### src/design/lkvc_pkg.sv
// package for the lru key/value cache: sizes and word types
// used by lru_key_value_cache; depends on nothing
package lkvc_pkg;

  localparam int ENTRIES = 16;
  localparam int IDX_W   = (ENTRIES > 1) ? $clog2(ENTRIES) : 1;
  localparam int AGE_W   = IDX_W;
  localparam int CNT_W   = $clog2(ENTRIES + 1);
  localparam int CAP_W   = 5;
  localparam int CMP_W   = (CNT_W > CAP_W) ? CNT_W : CAP_W;
  localparam int KEY_W   = 16;
  localparam int VAL_W   = 32;

  localparam logic [CAP_W-1:0] CAP_RESET = CAP_W'(16);

  typedef enum logic {
    MODE_GET = 1'b0,
    MODE_PUT = 1'b1
  } mode_t;

  typedef struct packed {
    mode_t                    mode;
    logic        [KEY_W-1:0]  key;
    logic signed [VAL_W-1:0]  data_in;
  } cache_in_t;

  typedef struct packed {
    logic                     hit;
    logic signed [VAL_W-1:0]  read_value;
    logic                     evicted;
  } cache_out_t;

endpackage

### src/design/lru_key_value_cache.sv
// lru key/value cache top level: register-held table, lookup and update
// depends on lkvc_pkg
//
// a word's result is registered once the result register is free or being read
// throughput: one word per cycle while no result waits on out_ready; the parallel key compare
//   and the age update sit between the input register and the result register
// reset (rst_n low, synchronous): table empty, all ages zero, capacity 16
module lru_key_value_cache
  import lkvc_pkg::*;
(
  input  logic             clk,
  input  logic             rst_n,
  input  logic             in_valid,
  output logic             in_ready,
  input  cache_in_t        in_word,
  output logic             out_valid,
  input  logic             out_ready,
  output cache_out_t       out_word,
  input  logic             cfg_we,
  input  logic [CAP_W-1:0] cfg_wdata
);

  logic                     s1_valid_r;
  cache_in_t                s1_word_r;
  logic                     out_valid_r;
  cache_out_t               out_word_r;
  logic [CAP_W-1:0]         capacity_r;

  logic [ENTRIES-1:0]       valid_r, valid_nxt;
  logic [KEY_W-1:0]         key_r   [ENTRIES];
  logic [KEY_W-1:0]         key_nxt [ENTRIES];
  logic [VAL_W-1:0]         val_r   [ENTRIES];
  logic [VAL_W-1:0]         val_nxt [ENTRIES];
  logic [AGE_W-1:0]         age_r   [ENTRIES];
  logic [AGE_W-1:0]         age_nxt [ENTRIES];
  logic [CNT_W-1:0]         count_r, count_nxt;
  cache_out_t               res;

  logic                     s1_adv;

  assign s1_adv    = s1_valid_r && (!out_valid_r || out_ready);
  assign in_ready  = !s1_valid_r || s1_adv;
  assign out_valid = out_valid_r;
  assign out_word  = out_word_r;

  // lookup and update for the word in the input register
  always_comb begin
    logic             hit;
    logic [IDX_W-1:0] found;
    logic             have_free;
    logic [IDX_W-1:0] free_idx;
    logic             any_victim;
    logic [IDX_W-1:0] victim;
    logic [AGE_W-1:0] oldest;
    logic [CMP_W-1:0] eff_cap;
    logic             do_touch;
    logic             all_older;
    logic [IDX_W-1:0] sel;
    logic [AGE_W-1:0] old_rank;

    hit        = 1'b0;
    found      = '0;
    have_free  = 1'b0;
    free_idx   = '0;
    any_victim = 1'b0;
    victim     = '0;
    do_touch   = 1'b0;
    all_older  = 1'b0;
    sel        = '0;
    old_rank   = '0;
    // ranks of valid entries are 0..count-1, so the oldest is count-1
    oldest     = AGE_W'(count_r - CNT_W'(1));

    for (int i = ENTRIES - 1; i >= 0; i--) begin
      if (valid_r[i] && key_r[i] == s1_word_r.key) begin
        hit   = 1'b1;
        found = IDX_W'(i);
      end
      if (!valid_r[i]) begin
        have_free = 1'b1;
        free_idx  = IDX_W'(i);
      end
      if (valid_r[i] && age_r[i] == oldest) begin
        any_victim = 1'b1;
        victim     = IDX_W'(i);
      end
    end

    if (capacity_r == '0) begin
      eff_cap = CMP_W'(1);
    end else if (CMP_W'(capacity_r) > CMP_W'(ENTRIES)) begin
      eff_cap = CMP_W'(ENTRIES);
    end else begin
      eff_cap = CMP_W'(capacity_r);
    end
    if (CMP_W'(count_r) >= eff_cap) begin
      have_free = 1'b0;
    end

    valid_nxt = valid_r;
    key_nxt   = key_r;
    val_nxt   = val_r;
    age_nxt   = age_r;
    count_nxt = count_r;

    res.hit        = hit;
    res.read_value = '0;
    res.evicted    = 1'b0;

    if (s1_word_r.mode == MODE_GET) begin
      if (hit) begin
        res.read_value = val_r[found];
        do_touch       = 1'b1;
        sel            = found;
        old_rank       = age_r[found];
      end
    end else if (hit) begin
      val_nxt[found] = s1_word_r.data_in;
      do_touch       = 1'b1;
      sel            = found;
      old_rank       = age_r[found];
    end else if (have_free) begin
      // new entry: every valid entry grows one rank older
      do_touch            = 1'b1;
      all_older           = 1'b1;
      sel                 = free_idx;
      valid_nxt[free_idx] = 1'b1;
      key_nxt[free_idx]   = s1_word_r.key;
      val_nxt[free_idx]   = s1_word_r.data_in;
      count_nxt           = count_r + CNT_W'(1);
    end else if (any_victim) begin
      do_touch        = 1'b1;
      sel             = victim;
      old_rank        = age_r[victim];
      key_nxt[victim] = s1_word_r.key;
      val_nxt[victim] = s1_word_r.data_in;
      res.evicted     = 1'b1;
    end

    if (do_touch) begin
      for (int i = 0; i < ENTRIES; i++) begin
        if (valid_r[i] && IDX_W'(i) != sel && (all_older || age_r[i] < old_rank)) begin
          age_nxt[i] = age_r[i] + AGE_W'(1);
        end
      end
      age_nxt[sel] = '0;
    end
  end

  always_ff @(posedge clk) begin
    if (!rst_n) begin
      s1_valid_r  <= 1'b0;
      out_valid_r <= 1'b0;
      capacity_r  <= CAP_RESET;
      valid_r     <= '0;
      count_r     <= '0;
      for (int i = 0; i < ENTRIES; i++) begin
        age_r[i] <= '0;
      end
    end else begin
      if (cfg_we) begin
        capacity_r <= cfg_wdata;
      end
      if (in_ready) begin
        s1_valid_r <= in_valid;
      end
      if (s1_adv) begin
        out_valid_r <= 1'b1;
        valid_r     <= valid_nxt;
        count_r     <= count_nxt;
        age_r       <= age_nxt;
      end else if (out_ready) begin
        out_valid_r <= 1'b0;
      end
    end
  end

  // payload registers, no reset
  always_ff @(posedge clk) begin
    if (in_ready && in_valid) begin
      s1_word_r <= in_word;
    end
    if (s1_adv) begin
      out_word_r <= res;
      key_r      <= key_nxt;
      val_r      <= val_nxt;
    end
  end

endmodule

### config.mk
export PLATFORM = sky130hd
export DESIGN_NAME = lru_key_value_cache
export DESIGN_NICKNAME = d
export VERILOG_FILES = /design/src/design/lkvc_pkg.sv /design/src/design/lru_key_value_cache.sv
export SDC_FILE = /design/constraint.sdc
export NUM_CORES = 2
export LEC_CHECK = 0
export CORE_UTILIZATION = 50
export CTS_CLUSTER_DIAMETER = 60
export DETAILED_ROUTE_END_ITERATION = 6
export DONT_BUFFER_PORTS = 1
export PLACE_DENSITY = 0.68
export SYNTH_ARGS = -nofsm -noshare
export SYNTH_HDL_FRONTEND = slang
export SYNTH_SLANG_ARGS = --single-unit
### constraint.sdc
create_clock -name clk -period 7.15 [get_ports clk]
set_input_delay 0.3575 -clock clk [delete_from_list [all_inputs] [get_ports clk]]
set_output_delay 0.3575 -clock clk [all_outputs]
set_load 0.01 [all_outputs]
* Word-level counts from Yosys, hierarchy flattened
Cells that the tools add are included.
** Storage, ports and cells
- Output and inout port bits :: 36
- Flip-flop bits (word level) :: 943
- Input bits :: 59
- Logic and storage cells :: 447
** Cells by class
- Bitwise logic cells :: 9
- Muxes and demuxes :: 184
- Add/subtract/negate cells :: 18
- Eq/ne operators :: 47
- Order comparisons :: 28
- Reductions and logical operators :: 102
** Operators by type and width (number)
- bitwise mux 512 bit :: 3
- 2-to-1 mux 512 bit :: 3
- bitwise mux 256 bit :: 2
- 2-to-1 mux 256 bit :: 2
- demux 32 bit (select 4 bit) :: 3
- 2-to-1 mux 4 bit :: 95
- == test 16 bit :: 16
- 2-to-1 mux 32 bit :: 5
- binary-select mux 32 bit (select 4 bit) :: 1
- demux 16 bit (select 4 bit) :: 2
- logical AND 1 bit :: 71
- adder 4 x 1 -> 4 bit, second input constant :: 16
- bitwise AND 64 bit :: 1
- == test 4 bit :: 16
- less-than comparator 4 bit :: 16
- inverter 64 bit :: 1
- 2-to-1 mux 1 bit :: 60
- binary-select mux 4 bit (select 4 bit) :: 2
- 2-to-1 mux 16 bit :: 2
- inequality test 4 bit, first input constant :: 8
- >= comparator 5 bit, second input constant :: 4
- less-than comparator 5 x 1 -> 1 bit, second input constant :: 4
- inverter 4 -> 5 bit :: 4
- logical OR 1 bit :: 18
- other kinds (24) :: 33

* Depth between registers and ports, before layout
- Depth in word-level cells :: 33
- Mapped depth :: 28
- Depth with buffers taken out :: 23

* Least setup slack after synthesis
OpenSTA, ideal clock, no wires.
- Path type :: register -> register
- Start point :: register count_r[0]
- End point :: register val_r[480] in the netlist's numbering (enable)
- Arrival time :: 6.598 ns
- Setup slack :: 0.051 ns
- Clock period less this slack :: 7.099 ns
- Required time :: 6.649 ns
- Library setup time :: 0.501 ns
- Buffers on the path :: 4
- Stages on the path, launching flop included :: 18
- Path through :: dfxtp_1 -> buf_4 -> buf_2 -> inv_1 -> ha_1 -> buf_2 -> buf_2 -> xor2_1 -> nand4_1 -> a2bb2oi_1 -> nor4bb_1 -> nand2_1 -> and2_1 -> or2_2 -> nor2_1 -> a21oi_1 -> and2_1 -> nor4_1
** On the way
- Word-level cells in the longest chain between the ends :: 21
- Elaborated cells on any way between the ends :: 53
- Classes of those cells :: 1 x add/sub; 1 x order compare; 16 x eq/ne; 17 x mux; 18 x reduce/logical
** RTL lines
- start, declared :: line lru_key_value_cache.sv:36 : logic [CNT_W-1:0] count_r, count_nxt;
- start signal, assigned :: line lru_key_value_cache.sv:170 : count_r <= count_nxt;
- subtractor 4 x 1 -> 4 bit :: line lru_key_value_cache.sv:72 : oldest = AGE_W'(count_r - CNT_W'(1));
- == test 4 bit :: line lru_key_value_cache.sv:83 : if (valid_r[i] && age_r[i] == oldest) begin
- logical AND 1 bit :: line lru_key_value_cache.sv:83
- 2-to-1 mux 1 bit (16 in a row) :: line lru_key_value_cache.sv:83
- nonzero test 3 bit (no source line) *
- AND reduction 3 bit (no source line) *
- end signal, assigned :: line lru_key_value_cache.sv:186 : val_r <= val_nxt;
- end, declared :: line lru_key_value_cache.sv:32 : logic [VAL_W-1:0] val_r [ENTRIES];
Mark *: on every way between the ends. The rest lies on a longest branch, timed or not.
A chain may end at the register's enable or synchronous reset.

* Final worst setup path
- Start point :: register s1_word_r[46] in the netlist's numbering
- End point :: register age_r[19] in the netlist's numbering
** On the way
- Word-level cells in the longest chain between the ends :: 30
- Elaborated cells on any way between the ends :: 95
- Classes of those cells :: 3 x order compare; 17 x eq/ne; 50 x mux; 4 x bitwise; 21 x reduce/logical
** RTL lines
- start, declared :: line lru_key_value_cache.sv:24 : cache_in_t s1_word_r;
- start signal, assigned :: line lru_key_value_cache.sv:181 : s1_word_r <= in_word;
- == test 16 bit :: line lru_key_value_cache.sv:75 : if (valid_r[i] && key_r[i] == s1_word_r.key) begin
- logical AND 1 bit :: line lru_key_value_cache.sv:75
- 2-to-1 mux 4 bit (16 in a row) :: line lru_key_value_cache.sv:75
- inverter 4 -> 5 bit (implied by the code) :: line lru_key_value_cache.sv:115, lru_key_value_cache.sv:121
- binary-select mux 4 bit (select 4 bit) :: line lru_key_value_cache.sv:115, lru_key_value_cache.sv:121
- 2-to-1 mux 4 bit (implied by the code) (2 in a row) :: line lru_key_value_cache.sv:115, lru_key_value_cache.sv:121
- 2-to-1 mux 4 bit, on equally long branches :: line lru_key_value_cache.sv:111, lru_key_value_cache.sv:117
- 2-to-1 mux 4 bit :: line lru_key_value_cache.sv:110 : if (s1_word_r.mode == MODE_GET) begin
- less-than comparator 4 bit :: line lru_key_value_cache.sv:142 : if (valid_r[i] && IDX_W'(i) != sel && (all_older || age_r[i] < old_rank)) begin
- logical OR 1 bit :: line lru_key_value_cache.sv:142
- logical AND 1 bit :: line lru_key_value_cache.sv:142
- 2-to-1 mux 4 bit :: line lru_key_value_cache.sv:142
- 2-to-1 mux 4 bit :: line lru_key_value_cache.sv:140 : if (do_touch) begin
- bitwise AND 64 bit (no source line)
- end signal, assigned :: line lru_key_value_cache.sv:171 : age_r <= age_nxt;
- end, declared :: line lru_key_value_cache.sv:34 : logic [AGE_W-1:0] age_r [ENTRIES];
Several ways; a longest one is shown, not always the timed one. The select of a mux whose other input is x is not followed.

==> impl_metrics.tcl <==
set metrics [dict create \
    outcome "complete, no violations" \
    grt_pass1_vias 35713 \
    synth_nets 4818 \
    cts_buffers 104 \
    slew_violations 0 \
    die_y_um 319 \
    whs_ps 57.6 \
    grt-ovfl-total 0 \
    worstSetupPathType "reg2reg" \
    drc 0 \
    cp-end-kind "flop" \
    cp_slowest_stage_delay_ps 900 \
    final_cell_area_um2 56500 \
    slowest_stage "edfxtp_1" \
    vdd_drop_max_mv 0.199 \
    routed_via_density 6.15 \
    synth_edf_count 851 \
    ys_seq_elements 943 \
    rows 116 \
    seqCellArea_um2 27400 \
    dieArea_um2 102000 \
    core_um2 99900 \
    grt_pass1_wl_um 232000 \
    final_common_cell "edfxtp_1" \
    setup_violations 0 \
    fin_crit_sh_pct 96.3 \
    synthArstFlopShare_pct 0 \
    wl_per_cell_um 25.7 \
    vias 37481 \
    nFillCells 8242 \
    max-slew-margin-rel_pct 19.3 \
    root_buffer "clkbuf_16" \
    synth_area_per_cell_um2 10.7 \
    required_ps 7750 \
    place_hpwl_um 96700 \
    fmax_mhz 145 \
    rsz0062_at_grt "false" \
    fin_crit_ps 6890 \
    maxCapViolCount 0 \
    syn_to_final_growth_pct 12.2 \
    yosysUniqueCellTypes 108 \
    tightest_slew_ps 1210 \
    htreeDepth 3 \
    worstPathCellList "buf_4 -> xnor2_1 -> and4_1 -> nand3_1 -> a2111oi_0 -> o311ai_0 -> a211oi_1 -> nand2b_2 -> a21oi_1 -> o2bb2ai_1 -> a221oi_1 -> a22oi_1 -> buf_4 -> ha_1 -> o21a_1 -> o21a_1 -> o21ai_0 -> or2_2 -> o2111ai_1 -> or4_1 -> a21oi_1" \
    track_usage_pct 30.4 \
    io_buffers 0 \
    cp.arrival_ps 7490 \
    drt_iter0_drc 4373 \
    synth_warnings 0 \
    min_path_type "in2reg" \
    io_pins 95 \
    cp_max_fo 13 \
    drive_gt1_share_pct 9.30 \
    netlist_area_um2 50300 \
    start_util_pct 50.4 \
    die_width_um 319 \
    placed_area_um2 52400 \
    final_cell_mix "851 x edfxtp_1, 666 x nand2_1, 428 x nor2b_1" \
    routed_wl_um 157000 \
    ys.flop_type "edfxtp_1" \
    cp-start-kind "flop" \
    clock_sinks 943 \
    syn_inst 4688 \
    nets 4839 \
    synth_seq_area_share_pct 54.4 \
    power.density_nw_per_um2 213 \
    fin_worst_skew_ps 58.8 \
    setup_tns_ps 0 \
    cts_resized 0 \
    hold_viol_final 0 \
    routabilityCongestion 1.03 \
    cts_tree "built" \
    grt_max_degree 207 \
    ant_nets 0 \
    multi_input_area_um2 21700 \
    antenna_found_initial 10 \
    worstSkewPairLatency_ps 730 \
    drt-pass1-iter-count 6 \
    clk_pin_slew_ps 60 \
    cts.path.max_buffers 3 \
    p_leak_nw 20.1 \
]
[power breakdown]
| part | total, W | switching, W | leakage, nW | internal, W |
|---|---|---|---|---|
| Sequential | 0.00604 | 0.0000673 | 9.89 | 0.00598 |
| Clock | 0.00546 | 0.00228 | 1.67 | 0.00318 |
| Combinational | 0.000502 | 0.000303 | 8.58 | 0.000198 |
[per-layer routing]
| layer | GRT usage [%] | vias up | wire length, um | share of wire, % |
|---|---|---|---|---|
| met5 | 0 | - | 63 | 0.040 |
| met4 | 11.4 | 10 | 6180 | 3.9 |
| met3 | 5.86 | 404 | 15300 | 9.8 |
| met2 | 46.2 | 1944 | 69000 | 44 |
| met1 | 43.2 | 18317 | 66200 | 42 |
| li1 | - | 16806 | - | - |
[metrics by stage]
| stage | utilization, % | instances | total power [W] | worst slack, ps |
|---|---|---|---|---|
| floorplan | - | 4688 | 0.00646 | 50.9 |
| global placement | 52.4 | 5839 | 0.00661 | 639 |
| detailed placement | 52.4 | 5839 | 0.00662 | 529 |
| CTS | 56.5 | 6092 | 0.0121 | 495 |
| global route | 56.5 | 6093 | 0.0123 | 93.2 |
| finish | 56.5 | 6095 | 0.0120 | 262 |
[final cells by class]
class / instances / area share (%)
clock inverter: 58 / 1.31
timing repair buffer: 241 / 3.68
antenna: 3 / 0.0133
inverter: 44 / 0.293
multi-input combinational: 3375 / 38.5
clock buffer: 133 / 4.82
sequential: 943 / 48.5
tap: 1298 / 2.88
[cells in the mapped netlist, types with 23 or more instances]
cell	instances	area, um^2
a211oi_1	56	420
a21oi_1	157	786
a31oi_1	40	250
and2_1	381	2380
buf_2	51	255
clkbuf_1	230	863
dfxtp_1	92	1840
edfxtp_1	851	25600
ha_1	71	888
inv_1	43	161
mux2i_1	50	500
nand2_1	667	2500
nand2b_1	23	144
nand3_1	189	946
nand4_1	80	500
nor2_1	167	627
nor2b_1	436	2730
nor3_1	41	205
o211ai_1	76	571
o21ai_0	116	581
o22a_1	23	201
o31ai_1	38	285
or2_2	26	163
or4_1	55	413
xnor2_1	212	1860
xnor3_1	25	563
xor2_1	85	744
[cell families (layout without fill, tap and decap cells)]
group           count (synthesis)  after routing  share of synthesized area (%)
compound gates                708            708                           9.74
other cells                     0              3                              0
flops                         943            943                           54.4
simple gates                 2215           2215                           23.4
buf+inv                       370            476                           3.12
xor+xnor                      325            325                           6.41
fa+ha+maj                      71             71                           1.76
mux                            56             56                           1.13
[critical path, delay by kind of cell (launching register included)]
family	cells	cell delay [ps]
compound gates	12	3290
buf+inv	2	660
simple gates	5	1480
flops	1	900
xor+xnor	1	150
fa+ha+maj	1	270
[state kept, by name, indices dropped and copies added, names as in the netlist]
name,count
val_r,512
key_r,256
age_r,64
s1_word_r,49
out_word,34
valid_r,16
capacity_r,5
count_r,5
out_valid,1
s1_valid_r,1
[path summary, 6_finish.rpt]
check / slack [ps] / cells past startpoint / endpoint / from
hold reg to reg: 520 / 2 / age_r[51]$_SDFFE_PN0P_ / age_r[51]$_SDFFE_PN0P_
setup / recovery: 260 / 21 / age_r[19]$_SDFFE_PN0P_ / s1_word_r[46]$_DFFE_PP_
setup reg to reg: 260 / 21 / age_r[19]$_SDFFE_PN0P_ / s1_word_r[46]$_DFFE_PP_
hold / removal: 60 / 4 / age_r[28]$_SDFFE_PN0P_ / rst_n
[timing repair]
| item | CTS | global route |
|---|---|---|
| hold buffers | 62 | 0 |
| buffers inserted | 0 | 0 |
| endpoints found under the hold margin | 100 | 0 |
Power figures use the tool's default switching activity.
